--- src/hdl/dqmq_pkg.sv ---
// shared types and op codes for the deque with minimum query
// no dependencies; used by deque_with_min_query_unit
package dqmq_pkg;

    // op codes of a command word
    localparam logic [2:0] OP_PUSH_FRONT = 3'd0;
    localparam logic [2:0] OP_PUSH_BACK  = 3'd1;
    localparam logic [2:0] OP_POP_FRONT  = 3'd2;
    localparam logic [2:0] OP_POP_BACK   = 3'd3;
    localparam logic [2:0] OP_MIN        = 3'd4;

    // command word
    typedef struct packed {
        logic [2:0]         op;
        logic signed [31:0] value;
    } cmd_t;

    // response word
    typedef struct packed {
        logic signed [31:0] result_value;
        logic               result_valid;
        logic [6:0]         occupancy;
        logic               push_dropped;
    } rsp_t;

endpackage

--- src/hdl/dqmq_ram.sv ---
// generic simple dual-port ram, one write port and one registered read port
// no dependencies
module dqmq_ram #(
    parameter int WIDTH = 32,
    parameter int DEPTH = 64
) (
    input  logic                     clk,
    input  logic                     we,
    input  logic [$clog2(DEPTH)-1:0] waddr,
    input  logic [WIDTH-1:0]         wdata,
    input  logic [$clog2(DEPTH)-1:0] raddr,
    output logic [WIDTH-1:0]         rdata
);

    logic [WIDTH-1:0] mem [DEPTH];

    // write port
    always_ff @(posedge clk)
    begin
        if (we)
        begin
            mem[waddr] <= wdata;
        end
    end

    // registered read port
    always_ff @(posedge clk)
    begin
        rdata <= mem[raddr];
    end

endmodule

--- src/hdl/deque_with_min_query_unit.sv ---
// deque of signed values in a ring buffer with pop and minimum query
// push, empty pop, empty query and unused ops answer from the hold state; a pop
// does one ram read; the minimum query scans the deque through the single ram
// read port one entry per cycle. one command in flight at a time.
// reset: front index, count, state and output valid clear; the ram is not
// cleared and needs no clearing pass. depends on dqmq_pkg and dqmq_ram
module deque_with_min_query_unit #(
    parameter int DEPTH      = 64,
    parameter int DATA_WIDTH = 32
) (
    input  logic           clk,
    input  logic           rst_n,
    input  logic           cmd_valid,
    output logic           cmd_stall,
    input  dqmq_pkg::cmd_t cmd,
    output logic           rsp_valid,
    input  logic           rsp_stall,
    output dqmq_pkg::rsp_t rsp
);

    import dqmq_pkg::*;

    localparam int IDX_W = $clog2(DEPTH);
    localparam int CNT_W = $clog2(DEPTH + 1);
    localparam int SUM_W = $clog2(2 * DEPTH);

    localparam logic [SUM_W-1:0] DEPTH_S  = SUM_W'(DEPTH);
    localparam logic [CNT_W-1:0] DEPTH_C  = CNT_W'(DEPTH);
    localparam logic [IDX_W-1:0] LAST_IDX = IDX_W'(DEPTH - 1);

    localparam logic [1:0] S_IDLE = 2'd0;
    localparam logic [1:0] S_POP  = 2'd1;
    localparam logic [1:0] S_SCAN = 2'd2;
    localparam logic [1:0] S_HOLD = 2'd3;

    logic [1:0]                   state_reg, state_next;
    logic [IDX_W-1:0]             front_reg, front_next;
    logic [CNT_W-1:0]             count_reg, count_next;
    logic                         rsp_valid_reg, rsp_valid_next;
    rsp_t                         rsp_reg, rsp_next;
    rsp_t                         pend_reg, pend_next;
    logic [IDX_W-1:0]             scan_addr_reg, scan_addr_next;
    logic [CNT_W-1:0]             scan_left_reg, scan_left_next;
    logic                         first_reg, first_next;
    logic signed [DATA_WIDTH-1:0] best_reg, best_next;

    logic                         we;
    logic [IDX_W-1:0]             waddr;
    logic [IDX_W-1:0]             raddr;
    logic signed [DATA_WIDTH-1:0] wdata;
    logic signed [DATA_WIDTH-1:0] rdata;

    logic                         accept;
    logic                         out_free;
    logic                         full;
    logic                         empty;
    logic [IDX_W-1:0]             front_dec;
    logic [IDX_W-1:0]             front_inc;
    logic [IDX_W-1:0]             scan_inc;
    logic [IDX_W-1:0]             back_slot;
    logic [IDX_W-1:0]             tail_slot;
    logic signed [DATA_WIDTH-1:0] best_cand;
    rsp_t                         done_word;

    // reduce a sum below twice the depth into a ring index
    function automatic logic [IDX_W-1:0] ring(input logic [SUM_W-1:0] s);
        if (s >= DEPTH_S)
        begin
            ring = IDX_W'(s - DEPTH_S);
        end
        else
        begin
            ring = IDX_W'(s);
        end
    endfunction

    dqmq_ram #(
        .WIDTH (DATA_WIDTH),
        .DEPTH (DEPTH)
    ) u_store (
        .clk   (clk),
        .we    (we),
        .waddr (waddr),
        .wdata (wdata),
        .raddr (raddr),
        .rdata (rdata)
    );

    // handshake
    assign cmd_stall = (state_reg != S_IDLE);
    assign accept    = cmd_valid && !cmd_stall;
    assign out_free  = !rsp_valid_reg || !rsp_stall;
    assign rsp_valid = rsp_valid_reg;
    assign rsp       = rsp_reg;

    // ring pointers
    assign full      = (count_reg == DEPTH_C);
    assign empty     = (count_reg == '0);
    assign front_dec = (front_reg == '0) ? LAST_IDX : front_reg - 1'b1;
    assign front_inc = (front_reg == LAST_IDX) ? '0 : front_reg + 1'b1;
    assign scan_inc  = (scan_addr_reg == LAST_IDX) ? '0 : scan_addr_reg + 1'b1;
    assign back_slot = ring(SUM_W'(front_reg) + SUM_W'(count_reg));
    assign tail_slot = ring(SUM_W'(front_reg) + SUM_W'(count_reg) - SUM_W'(1));

    // pushed value sign-extended or cut to the stored width
    assign wdata = DATA_WIDTH'(cmd.value);

    // running minimum of the scan
    always_comb
    begin
        if (first_reg || (rdata < best_reg))
        begin
            best_cand = rdata;
        end
        else
        begin
            best_cand = best_reg;
        end
    end

    // response word finished in the pop or scan state
    always_comb
    begin
        done_word              = '0;
        done_word.result_valid = 1'b1;
        done_word.occupancy    = 7'(count_reg);
        if (state_reg == S_SCAN)
        begin
            done_word.result_value = 32'(best_cand);
        end
        else
        begin
            done_word.result_value = 32'(rdata);
        end
    end

    // control sequencer
    always_comb
    begin
        state_next     = state_reg;
        front_next     = front_reg;
        count_next     = count_reg;
        rsp_valid_next = rsp_valid_reg && rsp_stall;
        rsp_next       = rsp_reg;
        pend_next      = pend_reg;
        scan_addr_next = scan_addr_reg;
        scan_left_next = scan_left_reg;
        first_next     = first_reg;
        best_next      = best_reg;
        we             = 1'b0;
        waddr          = back_slot;
        raddr          = scan_addr_reg;

        case (state_reg)
            S_IDLE:
            begin
                if (accept)
                begin
                    pend_next  = '0;
                    state_next = S_HOLD;
                    case (cmd.op)
                        OP_PUSH_FRONT:
                        begin
                            if (full)
                            begin
                                pend_next.push_dropped = 1'b1;
                            end
                            else
                            begin
                                we         = 1'b1;
                                waddr      = front_dec;
                                front_next = front_dec;
                                count_next = count_reg + 1'b1;
                            end
                        end
                        OP_PUSH_BACK:
                        begin
                            if (full)
                            begin
                                pend_next.push_dropped = 1'b1;
                            end
                            else
                            begin
                                we         = 1'b1;
                                waddr      = back_slot;
                                count_next = count_reg + 1'b1;
                            end
                        end
                        OP_POP_FRONT:
                        begin
                            if (!empty)
                            begin
                                raddr      = front_reg;
                                front_next = front_inc;
                                count_next = count_reg - 1'b1;
                                state_next = S_POP;
                            end
                        end
                        OP_POP_BACK:
                        begin
                            if (!empty)
                            begin
                                raddr      = tail_slot;
                                count_next = count_reg - 1'b1;
                                state_next = S_POP;
                            end
                        end
                        OP_MIN:
                        begin
                            if (!empty)
                            begin
                                raddr          = front_reg;
                                scan_addr_next = front_inc;
                                scan_left_next = count_reg - 1'b1;
                                first_next     = 1'b1;
                                state_next     = S_SCAN;
                            end
                        end
                        default:
                        begin
                            pend_next = '0;
                        end
                    endcase
                    pend_next.occupancy = 7'(count_next);
                end
            end
            S_POP:
            begin
                if (out_free)
                begin
                    rsp_next       = done_word;
                    rsp_valid_next = 1'b1;
                    state_next     = S_IDLE;
                end
                else
                begin
                    pend_next  = done_word;
                    state_next = S_HOLD;
                end
            end
            S_SCAN:
            begin
                best_next = best_cand;
                if (scan_left_reg != '0)
                begin
                    raddr          = scan_addr_reg;
                    scan_addr_next = scan_inc;
                    scan_left_next = scan_left_reg - 1'b1;
                    first_next     = 1'b0;
                end
                else if (out_free)
                begin
                    rsp_next       = done_word;
                    rsp_valid_next = 1'b1;
                    state_next     = S_IDLE;
                end
                else
                begin
                    pend_next  = done_word;
                    state_next = S_HOLD;
                end
            end
            S_HOLD:
            begin
                if (out_free)
                begin
                    rsp_next       = pend_reg;
                    rsp_valid_next = 1'b1;
                    state_next     = S_IDLE;
                end
            end
            default:
            begin
                state_next = S_IDLE;
            end
        endcase
    end

    // control registers
    always_ff @(posedge clk or negedge rst_n)
    begin
        if (!rst_n)
        begin
            state_reg     <= S_IDLE;
            front_reg     <= '0;
            count_reg     <= '0;
            rsp_valid_reg <= 1'b0;
        end
        else
        begin
            state_reg     <= state_next;
            front_reg     <= front_next;
            count_reg     <= count_next;
            rsp_valid_reg <= rsp_valid_next;
        end
    end

    // payload and scan registers
    always_ff @(posedge clk)
    begin
        rsp_reg       <= rsp_next;
        pend_reg      <= pend_next;
        scan_addr_reg <= scan_addr_next;
        scan_left_reg <= scan_left_next;
        first_reg     <= first_next;
        best_reg      <= best_next;
    end

endmodule
--- config.mk ---
export PLATFORM = sky130hd
export DESIGN_NAME = deque_with_min_query_unit
export DESIGN_NICKNAME = d
export VERILOG_FILES = /design/src/hdl/dqmq_pkg.sv /design/src/hdl/dqmq_ram.sv /design/src/hdl/deque_with_min_query_unit.sv
export SDC_FILE = /design/constraint.sdc
export NUM_CORES = 2
export LEC_CHECK = 0
export BUFFER_PORTS_ARGS = -buffer_cell sky130_fd_sc_hd__clkbuf_2
export CAP_MARGIN = 20
export CORE_ASPECT_RATIO = 0.5
export CORE_MARGIN = 2
export CORE_UTILIZATION = 45
export CTS_BUF_LIST = sky130_fd_sc_hd__clkbuf_16
export DETAILED_ROUTE_END_ITERATION = 8
export GPL_TIMING_DRIVEN = 0
export SYNTH_ARGS = -nofsm -noshare
export SYNTH_HDL_FRONTEND = slang
export SYNTH_HIERARCHICAL = 1
export SYNTH_SLANG_ARGS = --single-unit
--- constraint.sdc ---
create_clock -name clk -period 8 [get_ports clk]
set_input_delay 0.4 -clock clk [delete_from_list [all_inputs] [get_ports clk]]
set_output_delay 0.4 -clock clk [all_outputs]
set_load 0.005 [all_outputs]
==> run_results.csv <==
group,metric,value,unit
finish,finish.utilization,52.4,%
placement,portBuffers,81,
detailed_routing,drc,0,
finish,final_nets,4710,
worst_setup_path,cp_common_cell,"clkbuf_1",
worst_setup_path,reg2reg_to,"u_store/rdata[6]",
floorplan,ios,82,
placement,hpwl,182000,microns
sta,finalHoldViolCount,0,
worst_setup_path,required,8.58,ns
sta,fin_hold_ws,0.0268,ns
grt,grt_overflow,0,
clock_network,clk_latency,0.85,ns
detailed_routing,vias,47100,
power_and_ir_drop,ir_drop,0.240,mV
finish,largest_reg_flops,2048,
worst_setup_path,start_kind,"register",
min_path,worstHoldStart,"cmd[5]",
synth,ys_seq_area_share,76.1,%
clock_network,cts_buffers,202,
grt,grt_max_degree,65,
floorplan,dieArea,198000,sq um
floorplan,core-area,193000,sq um
synth,synth_edf_count,2176,
power_and_ir_drop,total_power,37.6,mW
sta,maxSlewViolCount,0,
grt,grt_first_pass_wirelength,369000,microns
detailed_routing,drt_wl_total,272000,microns
floorplan,rows,114,
detailed_routing,dr.pass1.iters,6,
synth,syn_nets,4234,
clock_network,clock_sinks,2224,
detailed_routing,initialDrtViolationCount,7411,
sta,relSlewSlack,11.0,%
detailed_routing,wl_per_cell,36.9,microns
synth,synth_area,87200,sq um
clock_network,root_buffer,"clkbuf_16",
worst_setup_path,critical_path_class,"register to register",
sta,grt_setup_unrepaired,"false",
min_path,hold_path_end,"u_store/mem[25][5]",
sta,finalCritPeriodShare,91.3,%
worst_setup_path,slowest_stage,"o22ai_1",
detailed_routing,antenna_left,0,
synth,netlist_instances,4146,
finish,fill_cells,14900,
worst_setup_path,cp_max_fo,10,
floorplan,die_h,315,microns
clock_network,cts_tree,"done",
placement,place.gp.congestion,0.861,
synth,ys.flop_type,"edfxtp_1",
worst_setup_path,crit_chain,"buf_2, inv_1, ha_1, or3b_1, buf_2, or3_4, nor2_8, or2_2, o21bai_2, nand2_1, o21ai_1, buf_6, clkbuf_1, clkbuf_1, clkbuf_1, mux4_2, o22ai_1, nor2_1",
clock_network,path_clk_slew,0.06,ns
job,drv_cap,0,
synth,ys_warn_count,6,
worst_setup_path,end_kind,"register",
detailed_routing,post_drt_via_cell_ratio,6.37,
synth,ys_types,66,
clock_network,post_cts_resized,0,
worst_setup_path,critPathTopFamily,"buffers and inverters",
worst_setup_path,arrival,7.89,ns
sta,fmax,137,MHz
power_and_ir_drop,p_leak,32.5,nW
worst_setup_path,r2r_slack,0.69,ns
worst_setup_path,cp_num_buf_inv,7,
sta,max_slew.worst_pin.slew,1.33,ns
floorplan,die_x,627,microns
grt,grtUsageTotal,27.5,%
clock_network,htreeDepth,4,
finish,syn_to_final_growth,15.8,%
sta,setup_viol,0,
synth,avgSynthCellArea,21.0,sq um
sta,layout_min_cycle_time,7.31,ns
clock_network,cts.path.max_buffers,4,
synth,async_flop_share,0.719,%
worst_setup_path,cp_slowest_stage_delay,1.02,ns
worst_setup_path,reg2regPathDepth,18,
outcome,outcome,"finished clean",
finish,drive_gt1_share,26.6,%
sta,skew,0.0749,ns
worst_setup_path,timing.rr.start,"count_reg[1]",
power_and_ir_drop,pwr_density_cell,372,nW/um^2
grt,first_global_vias,45300,
floorplan,initial_core_util,45.2,%
min_path,hold_depth,1,
synth,synth-seq-cells,2224,
min_path,min_path_type,"input pin to register",
grt,antenna_found_initial,21,
==> layer usage <==
layer	wire, microns	global-route usage, %
met1	104000	39.1
met2	121000	40.9
met3	38500	8.31
met4	9210	8.86
met5	26	0
==> worst max-delay path by stage <==
stage / from / end / slack (ns) / depth (start not counted)
5_1_grt: count_reg[1] / u_store/rdata[21] / 0.80 / 18
6_report: count_reg[1] / u_store/rdata[6] / 0.69 / 18
3_3_place_gp: count_reg[0] / u_store/mem[56][25] / -3.11 / 15
2_1_floorplan: count_reg[0] / u_store/mem[40][0] / 2.40 / 13
4_1_cts: count_reg[1] / u_store/rdata[10] / 1.02 / 18
3_5_place_dp: count_reg[1] / u_store/rdata[10] / 1.04 / 18
==> cell usage after synthesis (16+ instances only) <==
master / n / area [sq um]
edfxtp_1: 2176 / 65300
mux4_2: 544 / 12300
nor2_1: 168 / 631
mux2i_1: 163 / 1630
a21oi_1: 128 / 641
clkbuf_1: 121 / 454
nand2_1: 94 / 353
o22ai_1: 90 / 563
inv_1: 80 / 300
o21ai_0: 77 / 385
buf_2: 56 / 280
ha_1: 48 / 601
dfxtp_1: 32 / 641
buf_4: 31 / 233
o221ai_1: 26 / 228
nand3_1: 22 / 110
mux2_1: 21 / 236
nor3_1: 20 / 100
xnor2_1: 20 / 175
a22oi_1: 19 / 143
mux2_2: 18 / 203
nor2b_1: 18 / 113
nand2b_1: 17 / 106
dfrtp_1: 16 / 400
==> layout by cell type (no fill, tap or decap), types with 17 or more instances in the layout <==
cell type	count
a21oi_1	128
a22oi_1	19
buf_12	106
buf_16	29
buf_2	56
buf_4	40
buf_6	28
buf_8	18
clkbuf_1	119
clkbuf_16	204
clkbuf_2	81
clkinv_1	38
clkinv_2	37
dfxtp_1	32
edfxtp_1	2176
ha_1	47
inv_1	136
mux2_1	21
mux2_2	18
mux2i_1	163
mux4_2	544
nand2_1	94
nand2b_1	17
nand3_1	22
nor2_1	107
nor2_4	61
nor2b_1	18
o21ai_0	76
o221ai_1	26
o22ai_1	90
xnor2_1	20
==> report_power, final <==
part / internal (mW) / total, mW / switching, mW / leakage, nW
Clock: 4.93 / 9.15 / 4.22 / 3.19
Sequential: 13.6 / 13.9 / 0.294 / 20.1
Combinational: 5.35 / 14.5 / 9.18 / 9.15
Total: 23.9 / 37.6 / 13.7 / 32.5
==> metrics by stage <==
stage | setup slack (ns) | setup TNS (ns) | instances | instance area [sq um]
finish | 0.692 | 0 | 7393 | 101000
global placement | -3.11 | -956.64 | 6837 | 90900
global route | 0.802 | 0 | 7387 | 101000
detailed placement | 1.04 | 0 | 6998 | 94500
floorplan | 2.40 | 0 | 4146 | 87200
CTS | 1.02 | 0 | 7357 | 101000
==> logic make-up after synthesis <==
kind of cell             count (synthesis)  share of synthesized area [%]
flip-flops                            2224                           76.1
multiplexers                           747                           16.4
AO/OA/AOI/OAI                          399                           2.79
AND/OR/NAND/NOR                        388                           2.05
buffers and inverters                  309                           1.60
adder cells (fa/ha/maj)                 49                          0.712
XOR/XNOR                                30                          0.301
==> final cells by class <==
cell class	count	area [sq um]	area share (%)
diodes	8	20.0	0.0198
plain buffers	229	1090	1.08
clock buffers	204	5100	5.05
clock inverters	153	942	0.933
inverters	80	300	0.297
multi-input cells	1613	19900	19.7
flip-flops and latches	2224	66400	65.7
well taps	2610	3270	3.23
repair buffers	272	3980	3.94
==> what timing repair did <==
item	in CTS	in global routing
setup buffers	0	0
hold buffers	2	4
hold endpoints to repair	17	44
Note: power is estimated with default switching activity, not from simulation.
